$ cat config.mk
export PLATFORM = sky130hd
export DESIGN_NAME = calendar_clock_with_stopwatch
export DESIGN_NICKNAME = d
export VERILOG_FILES = /design/src/sv/ccws_pkg.sv /design/src/sv/ccws_step.sv /design/src/sv/calendar_clock_with_stopwatch.sv
export SDC_FILE = /design/constraint.sdc
export NUM_CORES = 1
export LEC_CHECK = 0
export BUFFER_PORTS_ARGS = -buffer_cell sky130_fd_sc_hd__buf_2
export CAP_MARGIN = 20
export CORE_ASPECT_RATIO = 0.75
export CORE_MARGIN = 10
export CORE_UTILIZATION = 40
export DETAILED_ROUTE_END_ITERATION = 8
export PLACE_DENSITY = 0.58
export SLEW_MARGIN = 0
export SYNTH_ARGS = -nofsm -noshare
export SYNTH_HDL_FRONTEND = slang
export SYNTH_SLANG_ARGS = --single-unit
$ cat constraint.sdc
create_clock -name clk -period 11.1 [get_ports clk]
set_clock_uncertainty 0.05 [all_clocks]
set_input_delay 0.555 -clock clk [delete_from_list [all_inputs] [get_ports clk]]
set_output_delay 0.555 -clock clk [all_outputs]
set_load 0.01 [all_outputs]
$ cat src/sv/ccws_pkg.sv
// shared types, command codes, reset values and month length lookup
// for the calendar clock with stopwatch; no dependencies
package ccws_pkg;

  typedef enum logic [1:0] {
    FUNC_TICK  = 2'd0,
    FUNC_SET   = 2'd1,
    FUNC_START = 2'd2,
    FUNC_STOP  = 2'd3
  } func_t;

  // one input item as held in the input register
  typedef struct packed {
    func_t       func;
    logic [11:0] set_year;
    logic [3:0]  set_month;
    logic [4:0]  set_day;
    logic [4:0]  set_hour;
    logic [5:0]  set_minute;
    logic [5:0]  set_second;
  } ccws_item_t;

  // full clock and stopwatch state, also the result item
  typedef struct packed {
    logic [11:0] year;
    logic [3:0]  month;
    logic [4:0]  day;
    logic [4:0]  hour;
    logic [5:0]  minute;
    logic [5:0]  second;
    logic [6:0]  centi;
    logic        chrono_on;
    logic [31:0] chrono_total;
  } ccws_state_t;

  localparam logic [6:0] CENTI_WRAP  = 7'd100;
  localparam logic [6:0] SEC_WRAP    = 7'd60;
  localparam logic [6:0] MIN_WRAP    = 7'd60;
  localparam logic [5:0] HOUR_WRAP   = 6'd24;
  localparam logic [4:0] MONTH_LAST  = 5'd12;
  localparam logic [4:0] DAYS_LEAP   = 5'd29;

  localparam logic [11:0] RST_YEAR   = 12'd2020;
  localparam logic [3:0]  RST_MONTH  = 4'd2;
  localparam logic [4:0]  RST_DAY    = 5'd28;
  localparam logic [4:0]  RST_HOUR   = 5'd23;
  localparam logic [5:0]  RST_MINUTE = 6'd59;
  localparam logic [5:0]  RST_SECOND = 6'd50;
  localparam logic [6:0]  RST_CENTI  = 7'd15;

  // days in a month; months outside 1..12 count as 31 days
  function automatic logic [4:0] days_in(logic [3:0] month, logic [11:0] year);
    logic [4:0] d;
    case (month)
      4'd2:    d = (year[1:0] == 2'b00) ? DAYS_LEAP : 5'd28;
      4'd4:    d = 5'd30;
      4'd6:    d = 5'd30;
      4'd9:    d = 5'd30;
      4'd11:   d = 5'd30;
      default: d = 5'd31;
    endcase
    return d;
  endfunction

endpackage

$ cat src/sv/ccws_step.sv
// next clock and stopwatch state for one command: tick cascade, set, start, stop
// depends on ccws_pkg
module ccws_step (
  input  ccws_pkg::ccws_item_t  item,
  input  ccws_pkg::ccws_state_t cur,
  output ccws_pkg::ccws_state_t nxt
);
  import ccws_pkg::*;

  logic [6:0]  centi_inc;
  logic        c_carry;
  logic [6:0]  sec_v;
  logic        s_carry;
  logic [6:0]  min_v;
  logic        m_carry;
  logic [5:0]  hour_v;
  logic        h_carry;
  logic [5:0]  day_v;
  logic        d_carry;
  logic [4:0]  mon_v;
  logic        mo_carry;
  logic [4:0]  limit;
  ccws_state_t tick_st;

  // tick cascade; every stage checks its limit even without an incoming carry
  always_comb begin
    limit     = days_in(cur.month, cur.year);
    centi_inc = cur.centi + 7'd1;
    c_carry   = (centi_inc >= CENTI_WRAP);
    sec_v     = {1'b0, cur.second} + {6'd0, c_carry};
    s_carry   = (sec_v >= SEC_WRAP);
    min_v     = {1'b0, cur.minute} + {6'd0, s_carry};
    m_carry   = (min_v >= MIN_WRAP);
    hour_v    = {1'b0, cur.hour} + {5'd0, m_carry};
    h_carry   = (hour_v >= HOUR_WRAP);
    day_v     = {1'b0, cur.day} + {5'd0, h_carry};
    d_carry   = (day_v > {1'b0, limit});
    mon_v     = {1'b0, cur.month} + {4'd0, d_carry};
    mo_carry  = (mon_v > MONTH_LAST);

    tick_st        = cur;
    tick_st.centi  = c_carry  ? 7'd0 : centi_inc;
    tick_st.second = s_carry  ? 6'd0 : sec_v[5:0];
    tick_st.minute = m_carry  ? 6'd0 : min_v[5:0];
    tick_st.hour   = h_carry  ? 5'd0 : hour_v[4:0];
    tick_st.day    = d_carry  ? 5'd1 : day_v[4:0];
    tick_st.month  = mo_carry ? 4'd1 : mon_v[3:0];
    tick_st.year   = cur.year + {11'd0, mo_carry};
    if (c_carry && cur.chrono_on) begin
      tick_st.chrono_total = cur.chrono_total + 32'd1;
    end
  end

  always_comb begin
    nxt = cur;
    case (item.func)
      FUNC_TICK: begin
        nxt = tick_st;
      end
      FUNC_SET: begin
        nxt.year   = item.set_year;
        nxt.month  = item.set_month;
        nxt.day    = item.set_day;
        nxt.hour   = item.set_hour;
        nxt.minute = item.set_minute;
        nxt.second = item.set_second;
        nxt.centi  = 7'd0;
      end
      FUNC_START: begin
        nxt.chrono_on    = 1'b1;
        nxt.chrono_total = 32'd0;
      end
      default: begin
        nxt.chrono_on    = 1'b0;
        nxt.chrono_total = 32'd0;
      end
    endcase
  end

endmodule

$ cat src/sv/calendar_clock_with_stopwatch.sv
// top level of the calendar clock with stopwatch: input register, state/result register
// depends on ccws_pkg and ccws_step
//
//   channel | direction | handshake           | payload
//   --------+-----------+---------------------+---------------------------------------------
//   in_     | into      | in_valid / in_stall | func, set_year .. set_second
//   out_    | out of    | out_valid/out_stall | year .. centisecond, chrono_running/_seconds
//
// one item per cycle sustained while out_stall stays low; an input transfer reaches the result
// through the input register, then one pass through the tick cascade into the state register
// the state register is the result register: its value after an item is the result
// synchronous active-low reset loads the clock with 2020-02-28 23:59:50.15, stopwatch off
// a stalled result holds the state; the input register still takes one more item,
// then in_stall rises until the result transfers
module calendar_clock_with_stopwatch (
  input  logic        clk,
  input  logic        rst_n,
  input  logic        in_valid,
  output logic        in_stall,
  input  logic [1:0]  in_func,
  input  logic [11:0] in_set_year,
  input  logic [3:0]  in_set_month,
  input  logic [4:0]  in_set_day,
  input  logic [4:0]  in_set_hour,
  input  logic [5:0]  in_set_minute,
  input  logic [5:0]  in_set_second,
  output logic        out_valid,
  input  logic        out_stall,
  output logic [11:0] out_year,
  output logic [3:0]  out_month,
  output logic [4:0]  out_day,
  output logic [4:0]  out_hour,
  output logic [5:0]  out_minute,
  output logic [5:0]  out_second,
  output logic [6:0]  out_centisecond,
  output logic        out_chrono_running,
  output logic [31:0] out_chrono_seconds
);
  import ccws_pkg::*;

  ccws_item_t  item_r;
  logic        item_vld_r;
  ccws_state_t st_r;
  ccws_state_t st_nxt;
  logic        out_vld_r;
  logic        advance;

  // the held item moves into the state when the result slot is free or draining
  assign advance  = item_vld_r && !(out_vld_r && out_stall);
  assign in_stall = item_vld_r && out_vld_r && out_stall;

  // input register: loads on every transfer, keeps its item while blocked
  always_ff @(posedge clk) begin
    if (!rst_n) begin
      item_vld_r <= 1'b0;
    end else if (!in_stall) begin
      item_vld_r <= in_valid;
    end
  end

  always_ff @(posedge clk) begin
    if (!in_stall && in_valid) begin
      item_r.func       <= func_t'(in_func);
      item_r.set_year   <= in_set_year;
      item_r.set_month  <= in_set_month;
      item_r.set_day    <= in_set_day;
      item_r.set_hour   <= in_set_hour;
      item_r.set_minute <= in_set_minute;
      item_r.set_second <= in_set_second;
    end
  end

  // calendar cascade and command decode
  ccws_step u_step (
    .item (item_r),
    .cur  (st_r),
    .nxt  (st_nxt)
  );

  // clock state, doubling as the result register
  always_ff @(posedge clk) begin
    if (!rst_n) begin
      st_r.year         <= RST_YEAR;
      st_r.month        <= RST_MONTH;
      st_r.day          <= RST_DAY;
      st_r.hour         <= RST_HOUR;
      st_r.minute       <= RST_MINUTE;
      st_r.second       <= RST_SECOND;
      st_r.centi        <= RST_CENTI;
      st_r.chrono_on    <= 1'b0;
      st_r.chrono_total <= 32'd0;
    end else if (advance) begin
      st_r <= st_nxt;
    end
  end

  // result valid: set by each applied item, cleared once the result transfers
  always_ff @(posedge clk) begin
    if (!rst_n) begin
      out_vld_r <= 1'b0;
    end else if (advance) begin
      out_vld_r <= 1'b1;
    end else if (!out_stall) begin
      out_vld_r <= 1'b0;
    end
  end

  assign out_valid          = out_vld_r;
  assign out_year           = st_r.year;
  assign out_month          = st_r.month;
  assign out_day            = st_r.day;
  assign out_hour           = st_r.hour;
  assign out_minute         = st_r.minute;
  assign out_second         = st_r.second;
  assign out_centisecond    = st_r.centi;
  assign out_chrono_running = st_r.chrono_on;
  assign out_chrono_seconds = st_r.chrono_total;

endmodule

==> results of run 1 <==
==> stage by stage <==
step | instance area (um2) | total power (W) | setup WS, ns
global route | 7450 | 0.00117 | 1.18
detailed placement | 6850 | 0.000588 | 2.16
finish | 7450 | 0.00113 | 1.91
CTS | 7420 | 0.00114 | 2.13
global placement | 6850 | 0.000585 | 2.65
floorplan | 6060 | 0.000551 | 3.29
==> worst min-delay path by stage <==
stage | from | endpoint | slack (ns) | cells past startpoint
6_report | in_set_hour[1] | item_r[13] | 0.26 | 1
5_1_grt | in_set_minute[5] | item_r[11] | 0.24 | 1
4_1_cts | in_set_minute[5] | item_r[11] | 0.24 | 1
3_5_place_dp | out_day[0] | out_day[0] | 0.43 | 2
3_3_place_gp | item_vld_r | out_valid | 0.41 | 2
2_1_floorplan | item_vld_r | out_valid | 0.39 | 2
==> layout by cell type (no fill, tap or decap), types with 6 or more instances in the layout <==
master                      count
sky130_fd_sc_hd__edfxtp_1      40
sky130_fd_sc_hd__or3_1         12
sky130_fd_sc_hd__nor2b_1        6
sky130_fd_sc_hd__a31oi_1       17
sky130_fd_sc_hd__nand2_1       69
sky130_fd_sc_hd__clkbuf_16     17
sky130_fd_sc_hd__nand3_1       39
sky130_fd_sc_hd__nor3_1        18
sky130_fd_sc_hd__ha_1          16
sky130_fd_sc_hd__o211ai_1       7
sky130_fd_sc_hd__nor2_1        57
sky130_fd_sc_hd__a221oi_1       8
sky130_fd_sc_hd__a311oi_1      16
sky130_fd_sc_hd__buf_2        123
sky130_fd_sc_hd__xnor2_1        6
sky130_fd_sc_hd__o21ai_0       44
sky130_fd_sc_hd__buf_4          8
sky130_fd_sc_hd__and3_1        14
sky130_fd_sc_hd__a41oi_1       10
sky130_fd_sc_hd__nand4_1       17
sky130_fd_sc_hd__inv_1         13
sky130_fd_sc_hd__a21oi_1       50
sky130_fd_sc_hd__dfxtp_1       80
sky130_fd_sc_hd__clkinv_2       6
sky130_fd_sc_hd__a211oi_1       7
==> power groups by stage <==
| stage | sequential [W] | combinational (W) | clock, W |
|---|---|---|---|
| final | 0.000486 | 0.0000948 | 0.000547 |
| after global placement | 0.000494 | 0.0000910 | 0 |
| after global routing | 0.000488 | 0.000106 | 0.000579 |
| after detailed placement | 0.000495 | 0.0000938 | 0 |
| after CTS | 0.000485 | 0.0000942 | 0.000556 |
| after floorplan | 0.000492 | 0.0000586 | 0 |
==> state kept, by name, summed over array words and instances, names as in the netlist, 4 cells and up <==
signal and flops:
out_minute 6, out_centisecond 7, out_day 5, out_hour 5, out_chrono_seconds 32, out_second 6, item_r 40, out_year 12
out_month 4
==> worst register-to-register path, delay by kind of cell (launching register included) <==
family | cells | cell delay [ns]
buffers and inverters | 2 | 0.25
adder cells (fa/ha/maj) | 11 | 2.84
flip-flops | 1 | 0.51
AO/OA/AOI/OAI | 13 | 3.43
AND/OR/NAND/NOR | 11 | 2.00
==> synth_stat cells, drive strengths merged, types with 6 or more instances <==
library cell  number
nand4             17
o21ai             45
xnor2              6
a41oi             10
nor4               6
inv               14
a211oi             7
nor2b              9
or3               12
clkbuf            40
nor3              18
a21oi             50
o211ai             7
nor2              58
a221oi             8
nand3             40
and3              14
a311oi            17
dfxtp             80
a31oi             17
ha                16
nand2             69
edfxtp            40
==> per-layer routing <==
metal | up-vias | GRT usage (%) | wire [um]
met5 | - | 0 | 0
met1 | 2896 | 24.8 | 8990
li1 | 2838 | - | -
met2 | 250 | 27.0 | 8300
met3 | 18 | 6.33 | 1530
met4 | 0 | 4.43 | 158
==> kinds of logic after synthesis <==
family          Yosys count
simple gates            273
compound gates          203
flops                   120
buf+inv                  57
fa+ha+maj                16
xor+xnor                 10
mux                       4
==> cell type report <==
cell class                      instances  area (um2)
Clock buffer                           20         447
Clock inverter                         12         131
Fill cell                            1432        7190
Inverter                               14        52.6
Multi-Input combinational cell        506        3070
Sequential cell                       120        2800
Tap cell                              200         250
Timing Repair Buffer                  132         696
==> impl.org, run 1 <==
** Placed design
- Buffers placed on the I/O ports in this run total around 120.
- Placed cell count :: 970
- Placer congestion estimate :: 0.938
- The wire-length estimate of the detail-placed layout is around 13 mm.

** Cells and area
- The number of antenna diodes in the final layout is 0.
- Number of nets in the layout :: 851
- Area added between synthesis and finish :: 22.9%
- Once layout is complete, the cells apart from fillers number roughly 1,000.
- Cells fill 50.9% of the core in the end.
- Layout cells sized above 1 :: roughly 22%

** Setup path
- For the worst flop-to-flop path, the logic depth is 37.
- WP data required :: 11.32 ns
- The largest single stage delay on the critical path is ~0.56 ns.
- The worst register-to-register path begins at out_centisecond[2].
- For flop-to-flop paths, the worst setup slack is 1.91 ns.
- Cell with the most instances on the worst path :: sky130_fd_sc_hd__ha_1
- The kind of cell with the highest combined delay along the critical path is compound AO/OA/AOI/OAI gates.
- Worst-path fanout max :: 9
- CP Capture Type :: flop
- Last element of the critical path :: out_year[10]
- Endpoint arrival time on the critical path :: 9.42 ns
- The worst setup path is of the flop to flop kind.
- The worst register-to-register path ends at out_year[10].
- The worst setup path is launched from a flop.
- Max stage delay cell, worst path :: sky130_fd_sc_hd__or4b_4
- The critical path crosses 37 cells after its start point.
- Counting both buffers and inverters, the worst setup path holds a total of 2.
- In this run the worst setup path begins at out_centisecond[2].

** Floorplanning
- Height of the chip :: 127 um
- The total area inside the core boundary comes to between 0.01 and 0.015 mm2.
- Die area :: 0.0205 mm2
- Num rows :: 38
- For this configuration, the core starts out at a cell density of 41.4%.
- The floorplan step set the die width to 162 um.
- Total I/O pin count :: around 120

** Drt
- Total iterations of the first detailed-routing run :: 6
- In the routed design, unresolved DRC markers number 0.
- Iteration-0 DRC count of the detailed router :: 576
- Antenna-violating nets left :: 0
- After detailed routing, the average wire length per cell comes to 18.9 um.
- Total wire length :: 19.0 mm
- After detailed routing, the number of vias per cell comes to 5.98.
- Across all layers, the routed design uses approximately 6,000 vias.

** Synth
- Count of cell types in the netlist :: 62
- In the post-synthesis netlist, the biggest area contributors are sky130_fd_sc_hd__dfxtp_1, sky130_fd_sc_hd__edfxtp_1, sky130_fd_sc_hd__nand2_1, sky130_fd_sc_hd__a21oi_1, sky130_fd_sc_hd__o21ai_0.
- Post-synthesis cell type with the largest combined area :: sky130_fd_sc_hd__dfxtp_1
- In the synthesized netlist the dominant register cell turns out to be sky130_fd_sc_hd__dfxtp_1.
- Summing the sequential cell areas from Yosys gives 46.2% of the chip area.
- During synthesis, Yosys emitted a total of 0 warnings.
- Simple-gate share of the synthesized area :: 22.6%
- Fraction of synthesized area in multiplexers :: 0.702%
- Number of enable-type register cells in the synthesized netlist :: 40
- Post-synthesis async set-or-reset flop share :: 0%
- Post-Syn Area :: 0.00606 mm2
- By area, the combinational part of the netlist is dominated by simple AND/OR/NAND/NOR gates.
- Of the total synthesized cell area, the portion taken by full adders, half adders and majority gates is 3.30%.
- Gate count of the mapped netlist :: between 600 and 700
- Dividing the synthesized area by the synthesized cell count gives 8.87 um2.
- The number of nets handed over by synthesis was 743.
- Synth Area in Compound Gates :: 22.1%
- Summed over its instances, the top area cell type makes up 26.4% of the synthesized netlist area.
- The synthesized netlist devotes ~1.4% of its cell area to XOR and XNOR gates.
- Flip-flop and latch count after synthesis :: 120

** Timing
- For the pin with the worst max-slew slack, the measured transition is 1.04 ns.
- Slew margin rel. :: 30.5%
- Final critical-path share of the clock period :: 82.8%
- Setup repair after global routing missed its margin :: no
- Endpoints failing setup :: 0
- Fin crit period :: 9.19 ns
- Worst hold margin :: around 0.26 ns
- Timing would allow up to 0.109 GHz.
- The number of slew-limit violations in the final report is 0.
- Setup total negative slack on the finished layout was measured at 0 ns.
- The final count of hold timing violations came to 0.

** Power
- Proportion of power drawn by combinational gates :: 8.4%
- In this run, flip-flops and latches consume 43.1% of the power.
- Switching power as a share of total power :: a little under a quarter
- Clock network power share :: 48.5%
- Ratio of total power to cell area :: 151 mW/mm2
- Internal power comes to 0.000860 W.
- Net switching power of the design :: about 0.00027 W
- Static Leak :: 2.84 nW
- Worst supply voltage drop on vdd :: 108 uV

** Min path
- The path class of the tightest hold or removal check is primary input to flop.

** Clock tree
- CTS placed an instance of sky130_fd_sc_hd__clkbuf_16 at the clock tree root.
- Sink count of the clock tree :: 120
- The number of gates resized after CTS was 0.
- After clock tree synthesis, the setup repair step added 0 buffers.
- CTS H-tree lvls :: 4
- Clock insertion delay at the later pin of the skew report :: 0.42 ns
- Clock edge transition at the registers on the reported setup and hold paths :: 0.06 ns
- Clock Path Buffers :: 2
- TritonCTS clock tree :: done
- After clock tree synthesis, the flow added hold-fix buffers numbering 0.
- Total clock buffers created by CTS :: 17

** Global route
- Global routing consumed, over all layers together, around 18% of the routing resources.
- Antenna violations before repair :: 0
- The first global-routing pass estimated 30.4 mm of wire.
- Pin count of the biggest net entering global routing :: 53
- Global-route congestion overflow total :: 0
- The via count of the first global-routing pass came to ~5,800.

** Run status
- The run finished with clean final reports.

** Flow run
- The tool flagged a number of max-cap violations equal to 0.
(Power assumes the default switching activity.)
==> inputs of run 2 (changes only) <==
--- a/config.mk
+++ b/config.mk
@@ -11,7 +11,7 @@
 export CORE_MARGIN = 10
 export CORE_UTILIZATION = 40
 export DETAILED_ROUTE_END_ITERATION = 8
-export PLACE_DENSITY = 0.58
+export PLACE_DENSITY = 0.61
 export SLEW_MARGIN = 0
 export SYNTH_ARGS = -nofsm -noshare
 export SYNTH_HDL_FRONTEND = slang
==> constraint.sdc (replaced) <==
create_clock -name clk -period 7.8 [get_ports clk]
set_clock_uncertainty 0.05 [all_clocks]
set_input_delay 0.39 -clock clk [delete_from_list [all_inputs] [get_ports clk]]
set_output_delay 0.39 -clock clk [all_outputs]
set_load 0.01 [all_outputs]
==> run 2 against run 1 <==
- flip-flop and latch count unchanged
- clock-buffer cell count is 1 lower
- via count is 1.8% higher
- combinational power up 68%
- core utilization is 2.3 points higher
- critical path type unchanged
- critical endpoint is now out_year[6]
- largest cell class unchanged
- highest routed layer unchanged
==> impl.org, run 2 (same netlist as run 1, synthesis figures left out) <==
** Cells and area
- The flip-flop count of the largest register, all copies and words added came to 40 (unchanged).
- Commonest cells after routing, fill and taps aside :: sky130_fd_sc_hd__buf_2, sky130_fd_sc_hd__dfxtp_1, sky130_fd_sc_hd__nand2_1, sky130_fd_sc_hd__nor2_1, sky130_fd_sc_hd__a21oi_1
- The proportion of layout cells with a drive suffix above 1 is 28.0% (+6.0 points).
- Area added between synthesis and finish :: 28.5%
- The final net count was 876 (+2.9%).
- The end-of-flow core utilization was 53.2% (+2.3 points).
- Counting flops per register, the top entry is item_r.
- Total of fill cells in the finished design :: 1,373 (-4.1%)
- Seq. cell area :: 0.00281 mm2 (+0.27%)
- Most common library cell in the layout ignoring fill and taps :: sky130_fd_sc_hd__buf_2
- The number of diodes was 0 (unchanged).
- The multi-input logic area came to 0.00323 mm2 (+5.1%).

** Clock tree
- Clock insertion delay at the later pin of the skew report :: 0.42 ns (about the same)
- Total of hold buffers inserted after clock tree synthesis :: 0 (unchanged)
- The tree is rooted in a sky130_fd_sc_hd__clkbuf_16.
- CTS H-tree lvls :: 4 (unchanged)
- The CTS buffer count is 17 (unchanged).
- The clock transition time at the flip-flop clock pins of the worst setup and hold paths is 0.06 ns (about the same).
- TritonCTS clock tree :: done
- The clock sink count came to 120 (unchanged).
- Clock Path Buffers :: 2 (unchanged)

** Global route
- Met3 Usage GRT :: 5.20% (-1.1 points)
- The first-pass GRT wire length is 31.0 mm (+1.8%).
- Pin count of the biggest net entering global routing :: 54 (+1.9%)
- The overall track demand over capacity in global routing came to 18.5% (+0.35 points).
- Met2 track demand over resource :: 28.1% (+1.2 points)
- The met1 usage came to 25.2% (+0.42 points).
- Vias in the first global route :: 5,783 (+0.43%)
- Global-route congestion overflow total :: 0 (unchanged)
- The layer flagged by global routing as most heavily used is met2.
- Antenna violations before repair :: 0 (unchanged)

** Timing
- Setup TNS :: 0 ns (unchanged)
- Fin crit period :: 7.40 ns (-1.80 ns)
- Fmax :: 0.135 GHz (+24%)
- Slew margin rel. :: 28.6% (-1.9 points)
- The worst hold-check slack was 0.0881 ns (-0.171 ns).
- The final count of hold timing violations was 0 (unchanged).
- The transition at the pin with the smallest max-transition slack was 1.07 ns (+0.0292 ns).
- The final-report setup violation count is 0 (unchanged).
- Final Max Tran Viols :: 0 (unchanged)
- Final critical-path share of the clock period :: 94.9% (+12 points)

** Floorplanning
- Die width :: 162 um (unchanged)
- Core Footprint :: 0.0146 mm2 (unchanged)
- The total number of placement rows is 38 (unchanged).
- The count of pins on the block boundary came to 124 (unchanged).
- The height of the die came to 127 um (unchanged).
- The area enclosed by the die boundary is 0.0205 mm2 (unchanged).
- The starting utilization of the core area came to 41.4% (unchanged).

** Min path
- For hold timing, the worst endpoint is item_r[14].
- The startpoint identified for the worst hold timing path is in_set_hour[2].
- The depth of the worst hold-timing path is 1 (unchanged).
- Hold Crit Class :: primary input to flop

** Drt
- Total wire length :: 19.7 mm (+3.9%)
- The length of the first detailed-routing pass in iterations came to 5 (-1).
- Vias per inst :: 5.94 (-0.66%)
- The via total after detailed routing is 6,111 (+1.8%).
- Iteration-0 DRC count of the detailed router :: 552 (-4.2%)
- The count of antenna-violating nets left after detailed routing is 0 (unchanged).
- Post-route DRC violation count :: 0 (unchanged)
- Average wire per standard cell :: 19.2 um (+1.3%)

** Setup path
- Worst path max stage delay :: 0.54 ns (-0.02 ns)
- The slowest stage of the critical path belongs to the cell sky130_fd_sc_hd__or4b_4.
- CP Capture Type :: flop
- Launching element type of the critical path :: flop
- In this run the critical register-to-register path is launched from out_centisecond[3].
- The top fanout value on the critical path was 5 (-4).
- Cell with the most instances on the worst path :: sky130_fd_sc_hd__ha_2
- Cell count of the worst reg-to-reg path :: 38 (+2.7%)
- The signal arrival time at the worst endpoint is 7.63 ns (-1.79 ns).
- Capture point of the worst reg-to-reg path :: out_year[6]
- The required time at the worst-slack endpoint is 8.03 ns (-3.29 ns).
- The reg-to-reg setup timing slack was 0.40 ns (-1.50 ns).
- By startpoint and endpoint, the worst setup path is classified as flop to flop.

** Placed design
- The HPWL after detailed placement is 13.1 mm (+1.2%).
- Port Buffer Count :: 123 (unchanged)
- Placer congestion estimate :: 0.925 (-1.3%)

** Flow run
- The number of max-capacitance violations reported was 0 (unchanged).

** Power
- Worst supply voltage drop on vdd :: 129 uV (+19%)
- The static leakage was 2.94 nW (+3.8%).
- The cell area power density was 207 mW/mm2 (+37%).

** Run status
- Run status :: finished clean
-- run 2: cell count changes in the layout (fill, tap and decap cells not counted), moves of 5 or more --
cell                         before  now
sky130_fd_sc_hd__buf_4            8   33
sky130_fd_sc_hd__clkinv_2         6    1
sky130_fd_sc_hd__ha_1            16    6
sky130_fd_sc_hd__clkinvlp_4       0    5
sky130_fd_sc_hd__ha_2             0    7
-- run 2: power by group --
part | leakage, nW | switching, W | internal (W)
sequential | 1.04 | 0.0000205 | 0.000670
clock | 0.264 | 0.000289 | 0.000474
combinational | 1.64 | 0.0000949 | 0.0000645
total | 2.94 | 0.000404 | 0.00121
-- run 2: how the worst max path moves through the flow --
stage,start,to
2_1_floorplan,out_centisecond[3],out_year[6]
3_3_place_gp,out_centisecond[4],out_year[8]
3_5_place_dp,out_centisecond[3],out_year[9]
4_1_cts,out_centisecond[1],out_year[10]
5_1_grt,out_centisecond[3],out_year[6]
6_report,out_centisecond[3],out_year[6]
-- run 2: repair_timing --
action / 4_1_cts / 5_1_grt
setup buffers: 1 / 5
pin swaps: 3 / 15
resized for setup: 10 / 32
hold endpoints to repair: 0 / 0
gates cloned: 0 / 0
setup endpoints to repair: 11 / 12
-- run 2: layer usage --
metal,up-vias,share of wire [%]
li1,2879,-
met1,2954,47
met2,255,44
met3,23,7.6
met4,0,1.3
met5,-,0
-- run 2: per-stage QoR --
step	setup WS (ns)	instances	total power [W]	area (um2)
2_1_floorplan	0.00933	683	0.000784	6060
3_3_place_gp	0.0508	990	0.000835	6990
3_5_place_dp	-0.381	990	0.000841	6990
4_1_cts	0.00156	1023	0.00161	7620
5_1_grt	-0.0411	1029	0.00167	7790
6_report	0.401	1029	0.00161	7790
-- run 2: area by class of cell --
class	instances	share of cell area (%)
Clock buffer	19	5.69
Tap cell	200	3.21
Inverter	14	0.675
Sequential cell	120	36.1
Timing Repair Buffer	157	11.2
Multi-Input combinational cell	506	41.5
Clock inverter	13	1.69
-- run 2: critical path, delay by kind of cell, from the launching register on --
kind	cells	cell delay, ns
xor gates and xnor gates	1	0.25
and+or+nand+nor	11	1.89
adders and majority gates	10	2.09
DFF	1	0.34
AOI/OAI and AO/OA	12	2.21
buffers and inverters	4	0.43
